## src/hdl/ecpe_pkg.sv

```systemverilog
// shared types and constants of the event camera pixel event block
package ecpe_pkg;

	localparam int X_W        = 9;
	localparam int Y_W        = 9;
	localparam int LVL_W      = 20;
	localparam int TIME_W     = 48;
	localparam int THR_W      = 19;
	localparam int REFR_W     = 32;
	localparam int CFG_W      = 32;
	localparam int CFG_IDX_W  = 2;
	localparam int CUR_W      = LVL_W + 2;
	localparam int ADDR_W     = X_W + Y_W;
	localparam int PROD_W     = LVL_W + TIME_W;
	localparam int MAX_CROSSINGS = 64;
	localparam int CNT_W      = $clog2(MAX_CROSSINGS + 1);
	localparam int DCNT_W     = $clog2(PROD_W + 1);

	localparam logic [THR_W-1:0]  POS_THR_RESET = THR_W'(307);
	localparam logic [THR_W-1:0]  NEG_THR_RESET = THR_W'(307);
	localparam logic [REFR_W-1:0] REFR_RESET    = '0;

	localparam logic [CFG_IDX_W-1:0] CFG_POS_THR = 2'd0;
	localparam logic [CFG_IDX_W-1:0] CFG_NEG_THR = 2'd1;
	localparam logic [CFG_IDX_W-1:0] CFG_REFR    = 2'd2;

	typedef struct packed {
		logic [X_W-1:0]           pix_x;
		logic [Y_W-1:0]           pix_y;
		logic signed [LVL_W-1:0]  level;
		logic [TIME_W-1:0]        frame_time_ns;
		logic                     frame_end;
	} pix_item_t;

	typedef struct packed {
		logic [X_W-1:0]    ev_x;
		logic [Y_W-1:0]    ev_y;
		logic [TIME_W-1:0] ev_time_ns;
		logic              ev_positive;
		logic              run_last;
	} ev_item_t;

	typedef struct packed {
		logic signed [LVL_W-1:0] prev;
		logic signed [LVL_W-1:0] ref_lvl;
		logic [TIME_W-1:0]       last;
	} pix_state_t;

endpackage

```

## src/hdl/ecpe_muldiv.sv

```systemverilog
// shared shift-add multiplier and restoring divider for timestamp scaling
module ecpe_muldiv import ecpe_pkg::*; (
	input  logic              clk,
	input  logic              arst_n,
	input  logic              start,
	input  logic [LVL_W-1:0]  num,
	input  logic [TIME_W-1:0] delta,
	input  logic [LVL_W-1:0]  den,
	output logic              done,
	output logic [TIME_W-1:0] quot
);

	typedef enum logic [1:0] {M_IDLE, M_MUL, M_DIV} mstate_t;

	mstate_t             state_q;
	logic [DCNT_W-1:0]   cnt_q;
	logic [PROD_W-1:0]   acc_q;
	logic [LVL_W-1:0]    mpl_q;
	logic [TIME_W-1:0]   delta_q;
	logic [LVL_W-1:0]    den_q;
	logic [LVL_W-1:0]    rem_q;
	logic                done_q;

	logic [LVL_W:0]      rem_sh;
	logic [PROD_W:0]     opa;
	logic [PROD_W:0]     opb;
	logic                cin;
	logic [PROD_W:0]     sum;
	logic                geq;

	// one adder serves both phases
	always_comb begin
		rem_sh = {rem_q, acc_q[PROD_W-1]};
		if (state_q == M_DIV) begin
			opa = {{(PROD_W-LVL_W){1'b0}}, rem_sh};
			opb = ~{{(PROD_W-LVL_W+1){1'b0}}, den_q};
			cin = 1'b1;
		end else begin
			opa = {1'b0, acc_q[PROD_W-2:0], 1'b0};
			opb = mpl_q[LVL_W-1] ? {{(PROD_W-TIME_W+1){1'b0}}, delta_q} : '0;
			cin = 1'b0;
		end
		sum = opa + opb + {{PROD_W{1'b0}}, cin};
		geq = ~sum[PROD_W];
	end

	always_ff @(posedge clk or negedge arst_n) begin
		if (!arst_n) begin
			state_q <= M_IDLE;
			cnt_q   <= '0;
			done_q  <= 1'b0;
		end else begin
			done_q <= (state_q == M_DIV) && (cnt_q == DCNT_W'(PROD_W - 1));
			unique case (state_q)
				M_IDLE: begin
					if (start) begin
						acc_q   <= '0;
						mpl_q   <= num;
						delta_q <= delta;
						den_q   <= den;
						rem_q   <= '0;
						cnt_q   <= '0;
						state_q <= M_MUL;
					end
				end
				M_MUL: begin
					acc_q <= sum[PROD_W-1:0];
					mpl_q <= {mpl_q[LVL_W-2:0], 1'b0};
					if (cnt_q == DCNT_W'(LVL_W - 1)) begin
						cnt_q   <= '0;
						state_q <= M_DIV;
					end else begin
						cnt_q <= cnt_q + 1'b1;
					end
				end
				M_DIV: begin
					rem_q <= geq ? sum[LVL_W-1:0] : rem_sh[LVL_W-1:0];
					acc_q <= {acc_q[PROD_W-2:0], geq};
					if (cnt_q == DCNT_W'(PROD_W - 1)) begin
						state_q <= M_IDLE;
					end else begin
						cnt_q <= cnt_q + 1'b1;
					end
				end
				default: state_q <= M_IDLE;
			endcase
		end
	end

	assign done = done_q;
	assign quot = acc_q[TIME_W-1:0];

endmodule

```

## config.mk

```make
export PLATFORM = sky130hd
export DESIGN_NAME = ecpe_muldiv
export DESIGN_NICKNAME = d
export VERILOG_FILES = /design/src/hdl/ecpe_pkg.sv /design/src/hdl/ecpe_muldiv.sv
export SDC_FILE = /design/constraint.sdc
export NUM_CORES = 1
export LEC_CHECK = 0
export BUFFER_PORTS_ARGS = -buffer_cell sky130_fd_sc_hd__buf_2
export CORE_MARGIN = 1
export CORE_UTILIZATION = 66
export CTS_BUF_LIST = sky130_fd_sc_hd__clkbuf_4 sky130_fd_sc_hd__clkbuf_8
export DETAILED_ROUTE_END_ITERATION = 8
export PLACE_DENSITY = 0.87
export RECOVER_POWER = 50
export REMOVE_ABC_BUFFERS = 1
export SLEW_MARGIN = 20
export SYNTH_ARGS = -nofsm -noshare
export SYNTH_HDL_FRONTEND = slang
export SYNTH_SLANG_ARGS = --single-unit
export TNS_END_PERCENT = 1
```

## constraint.sdc

```tcl
create_clock -name clk -period 8.5 [get_ports clk]
set_input_delay 0 -clock clk [delete_from_list [all_inputs] [get_ports clk]]
set_output_delay 0 -clock clk [all_outputs]
set_load 0.03 [all_outputs]
```

### Word-level counts from Yosys, hierarchy flattened

Index checks and enable logic that the tools add are counted.

* add/sub/neg operators: 3
* bitwise gates (word level): 2
* mux-type cells: 19
* reductions and logical operators: 11
* eq/ne operators: 8

Operator list (number)
* 68-bit case mux with 3 select lines: 1
* 68-bit two-way mux: 2
* 20-bit case mux with 2 select lines: 2
* 69-bit by 1-bit adder with 69-bit output: 1
* 69-bit adder: 1
* 69-bit two-way mux: 1
* 20-bit NOT with 69-bit output: 1
* 20-bit two-way mux: 3
* 48-bit two-way mux: 1
* 7-bit two-way mux: 3
* 7-bit case mux with 3 select lines: 1
* 3-bit AND reduction: 6
* 7-bit by 1-bit adder with 7-bit output, second input constant: 1
* 7-bit by 5-bit equality test with 1-bit output, second input constant: 1
* 7-bit equality test, second input constant: 1
* 2-bit two-way mux: 3
* 2-bit inequality test, second input constant: 3
* 2-bit case mux with 3 select lines: 1
* 2-bit nonzero test: 2
* 3-bit nonzero test: 1
* 2-bit by 1-bit equality test with 1-bit output, second input constant: 1
* 2-bit equality test, second input constant: 1
* 2-bit zero test: 1
* 2-bit by 1-bit inequality test with 1-bit output, second input constant: 1
* 3 further kinds: 3

* bits of input ports: 91
* flip-flop bits (word level): 186
* logic and storage cells: 51

### Depth between registers and ports, before layout

* depth after elaboration: 6
* gate-level depth with buffers: 24

### Worst setup path after synthesis

Ideal clock, no wire load.

* path kind: flip-flop to flip-flop
* start: reg state_q[0]
* end: reg rem_q[10], data pin
* required time: 8234 ps
* arrival time: 5364 ps
* stages on the path, launching flop included: 24
* slack: 2870 ps
* cell sequence: dfrtp_1 inv_1 ha_1 clkbuf_1 clkbuf_1 clkbuf_1 clkbuf_1 clkbuf_1 nor2b_1 ha_1 clkbuf_1 nand4_1 inv_1 a221oi_1 o221ai_1 a221oi_1 o41ai_2 a31oi_1 o22ai_1 ha_1 clkbuf_1 clkbuf_1 mux2i_1 nor2_1

* cells in the longest elaborated chain, start to end: 6
* elaborated cells on any way between the ends: 9
* those cells by class: 2 x add/sub; 1 x eq/ne; 5 x mux; 1 x reduce/logical

RTL lines
* start: declaration: RTL line ecpe_muldiv.sv:15 `mstate_t state_q;`
* start signal: assignment: RTL line ecpe_muldiv.sv:49 `state_q <= M_IDLE;`
* start signal: assignment: RTL line ecpe_muldiv.sv:63 `state_q <= M_MUL;`
* start signal: assignment: RTL line ecpe_muldiv.sv:71 `state_q <= M_DIV;`
* 2-bit equality test: RTL line ecpe_muldiv.sv:34, ecpe_muldiv.sv:54
* 68-bit two-way mux / 69-bit two-way mux (equally long branches): RTL line ecpe_muldiv.sv:34 `if (state_q == M_DIV) begin`
* 69-bit adder: RTL line ecpe_muldiv.sv:43 `sum = opa + opb + {{PROD_W{1'b0}}, cin};`
* 69-bit by 1-bit adder with 69-bit output: RTL line ecpe_muldiv.sv:43
* 20-bit two-way mux: RTL line ecpe_muldiv.sv:77 `rem_q <= geq ? sum[LVL_W-1:0] : rem_sh[LVL_W-1:0];`
* 20-bit case mux with 2 select lines (*): RTL line ecpe_muldiv.sv:54 `unique case (state_q)`
* end signal: assignment: RTL line ecpe_muldiv.sv:77
* end: declaration: RTL line ecpe_muldiv.sv:21 `logic [LVL_W-1:0] rem_q;`

Every way passes the cells marked *; elsewhere a longest branch is shown, timed or not.
A chain may end at the register's enable or synchronous reset.

### Worst setup path in the final report

* start: reg state_q[0]
* end: reg rem_q[19], data pin

The elaborated chain is that of the path after synthesis.

==> results.cfg <==
[detailed_routing]
wl_mm = 35.74
vias = 11140
wl_per_cell_um = 21.22
vias_per_cell = 6.615
drtIter0Drc = 1573
first_pass_iters = 9
drc_errors = 8
antenna_left = 0

[layout]
layout-drive-gt1-share_pct = 12.65
num-nets-final = 1589
area_growth_pct = 13.43
num-fill-cells = 1226
final_area_um2 = 14060
diodes = 0
final_cell_mix = 181 x nand2_1, 176 x edfxtp_1, 108 x nor2_1, 104 x a21oi_1, 91 x dlygate4sd3_1
final_common_cell = nand2_1

[placed_design]
port_buffers = 139
dpl_cell_area_um2 = 12810
routabilityCongestion = 0.9793
dp_hpwl_mm = 22.46

[logic_synthesis]
synth_async_sr_flop_share_pct = 5.376
synth_largest_area_cell = edfxtp_1
synth_flop_cell = edfxtp_1
ys_ff_latch = 186
yosys-top-cells-area = edfxtp_1 43%, nand2_1 5.5%, ha_1 5.4%
yosys_warnings = 0
synth_area_um2 = 12400
synth_top_cell_area_share_pct = 42.62
syn_area_per_cell_um2 = 9.494
synth_edf_count = 176
syn-instance-count = 1306
synth.yosys.seq_area_share_pct = 44.64
ys_types = 76

[global_routing]
grt_overflow = 0
first_global_vias = 10860
antenna_found_initial = 0
grt_util_all_layers_pct = 37.61
grt_pass1_wl_mm = 57.06
grt_start_max_net_pins = 65

[timing]
fin_crit_sh_pct = 73.30
finClkSkew_ps = 27.97
setup_tns_ps = 0
rsz0062_at_grt = false
period_needed_ps = 6231
hold_violations = 0
tightest_slew_ps = 3238
fmax_mhz = 160.5
hold_ws_ps = 197.1
slew_headroom_pct = -115.9
maxSlewViolCount = 132
setup_violations = 0

[setup_path]
cp_top_family = compound AO/OA/AOI/OAI gates
worstPathArrival_ps = 6460
cp_num_buf_inv = 3
crit_chain = inv_1 -> ha_2 -> buf_4 -> nor2b_1 -> buf_4 -> a2bb2oi_1 -> fa_1 -> fa_1 -> nand2b_1 -> a21oi_2 -> o31a_4 -> a31oi_2 -> o41a_1 -> o41ai_2 -> nand2_1 -> o22ai_1 -> ha_2 -> mux2i_1 -> nor2_1
worstPathRequired_ps = 8730
start_kind = flip-flop
cp_slowest_cell = o41ai_2
critPathMaxFanout = 64
slowest_delay_ps = 660
path_class = reg -> reg
cp-end-kind = flip-flop

[worst_hold_path]
hp-class = in -> reg

[floorplanning]
die_area_um2 = 19340
start_util_pct = 68.10
die_h_um = 139.1
ioPinCount = 140
core-area_um2 = 18210
die_w_um = 139.1
rows = 49

[clock_network]
cts_sinks = 186
cts-root-buf = clkbuf_8
tritoncts = built
postCtsSetupBuffers = 0
ctsLongestPathBuffers = 2
cts_buffers = 17
htreeDepth = 4
path_clk_slew_ps = 130
clk-insertion-delay-late_ps = 500

[run_status]
status = finished, violations left
violations = DRC, capacitance limit, slew limit

[run]
maxCapViolCount = 3

[power]
powerDensity_nw_per_um2 = 433.2
total_power_mw = 6.093
ir_drop_uv = 215.6
leakage_nw = 5.425
stage by stage:
step,worst slack [ps],util [%],std cells
CTS,2124,77.67,1684
detailed placement,2199,70.34,1561
global route,1860,77.24,1684
global placement,2650,70.34,1561
floorplan,2124,-,1183
finish,2269,77.24,1684
synth_stat cells, drive strengths merged, types with 4 or more instances:
cell type	n
mux2	39
nand2	181
a22o	6
nor2b	37
nand2b	12
o21a	5
inv	29
a31oi	16
nand3	16
or3	7
a22oi	31
a21o	25
mux2i	14
o22ai	5
a221oi	5
a211oi	10
buf	64
nor2	109
edfxtp	176
o31ai	8
o21ai	103
and2	6
a21oi	106
o31a	4
xnor2	25
nand4	22
ha	54
xor2	19
o21bai	8
nor3	20
dfrtp	10
o211ai	6
clkbuf	59
and3	13
a211o	4
where the power goes:
| group | leakage [nW] | internal, mW | switching (mW) |
|---|---|---|---|
| clock network | 0.208 | 0.231 | 0.409 |
| registers | 1.81 | 1.37 | 0.193 |
| logic | 3.41 | 1.34 | 2.56 |
| total | 5.43 | 2.93 | 3.16 |
layout make-up:
cell class,count,area (µm²),area share [%]
multi-input cells,968,6103,43.39
flip-flops and latches,186,5535,39.36
repair buffers,240,1607,11.42
well taps,229,286.5,2.037
clock buffers,17,234.0,1.664
clock inverters,15,190.2,1.352
inverters,29,108.9,0.7740
state kept, by name (all words and copies together), names as in the netlist:
name,flops
cnt_q,7
rem_q,20
delta_q,48
mpl_q,20
done,1
acc_q,68
den_q,20
state_q,2
kinds of logic after synthesis:
kind of cell             count (synthesis)  synth area share (%)
AND/OR/NAND/NOR                        441                 16.31
XOR/XNOR                                44                 3.108
flip-flops                             186                 44.64
buffers and inverters                  152                 6.226
AO/OA/AOI/OAI                          374                 19.27
adder cells (fa/ha/maj)                 56                 5.772
multiplexers                            53                 4.672
timing repair:
action	CTS	global route
hold buffers	91	0
setup endpoints to repair	0	0
endpoints found under the hold margin	100	0
resized for setup	0	0
routing by layer:
layer,track usage [%],wire (µm),up-vias
li1,-,-,5016
met4,13.98,1064,0
met1,49.94,14090,5288
met3,6.595,3554,91
met2,61.99,17030,745
met5,0,0,-
final timing paths:
check	from	to	slack, ps	cells after the start
min in group asynchronous	arst_n	done$_DFF_PN0_	800	3
worst min-delay path	delta[40]	delta_q[40]$_DFFE_PP_	200	2
worst max register to register	state_q[0]$_DFFE_PN0P_	rem_q[19]$_SDFFCE_PP0P_	2270	19
worst min register to register	cnt_q[5]$_DFFE_PN0P_	cnt_q[5]$_DFFE_PN0P_	540	1
max in group asynchronous	arst_n	cnt_q[3]$_DFFE_PN0P_	7360	3
worst max-delay path	state_q[0]$_DFFE_PN0P_	rem_q[19]$_SDFFCE_PP0P_	2270	19
(Power assumes the default switching activity.)
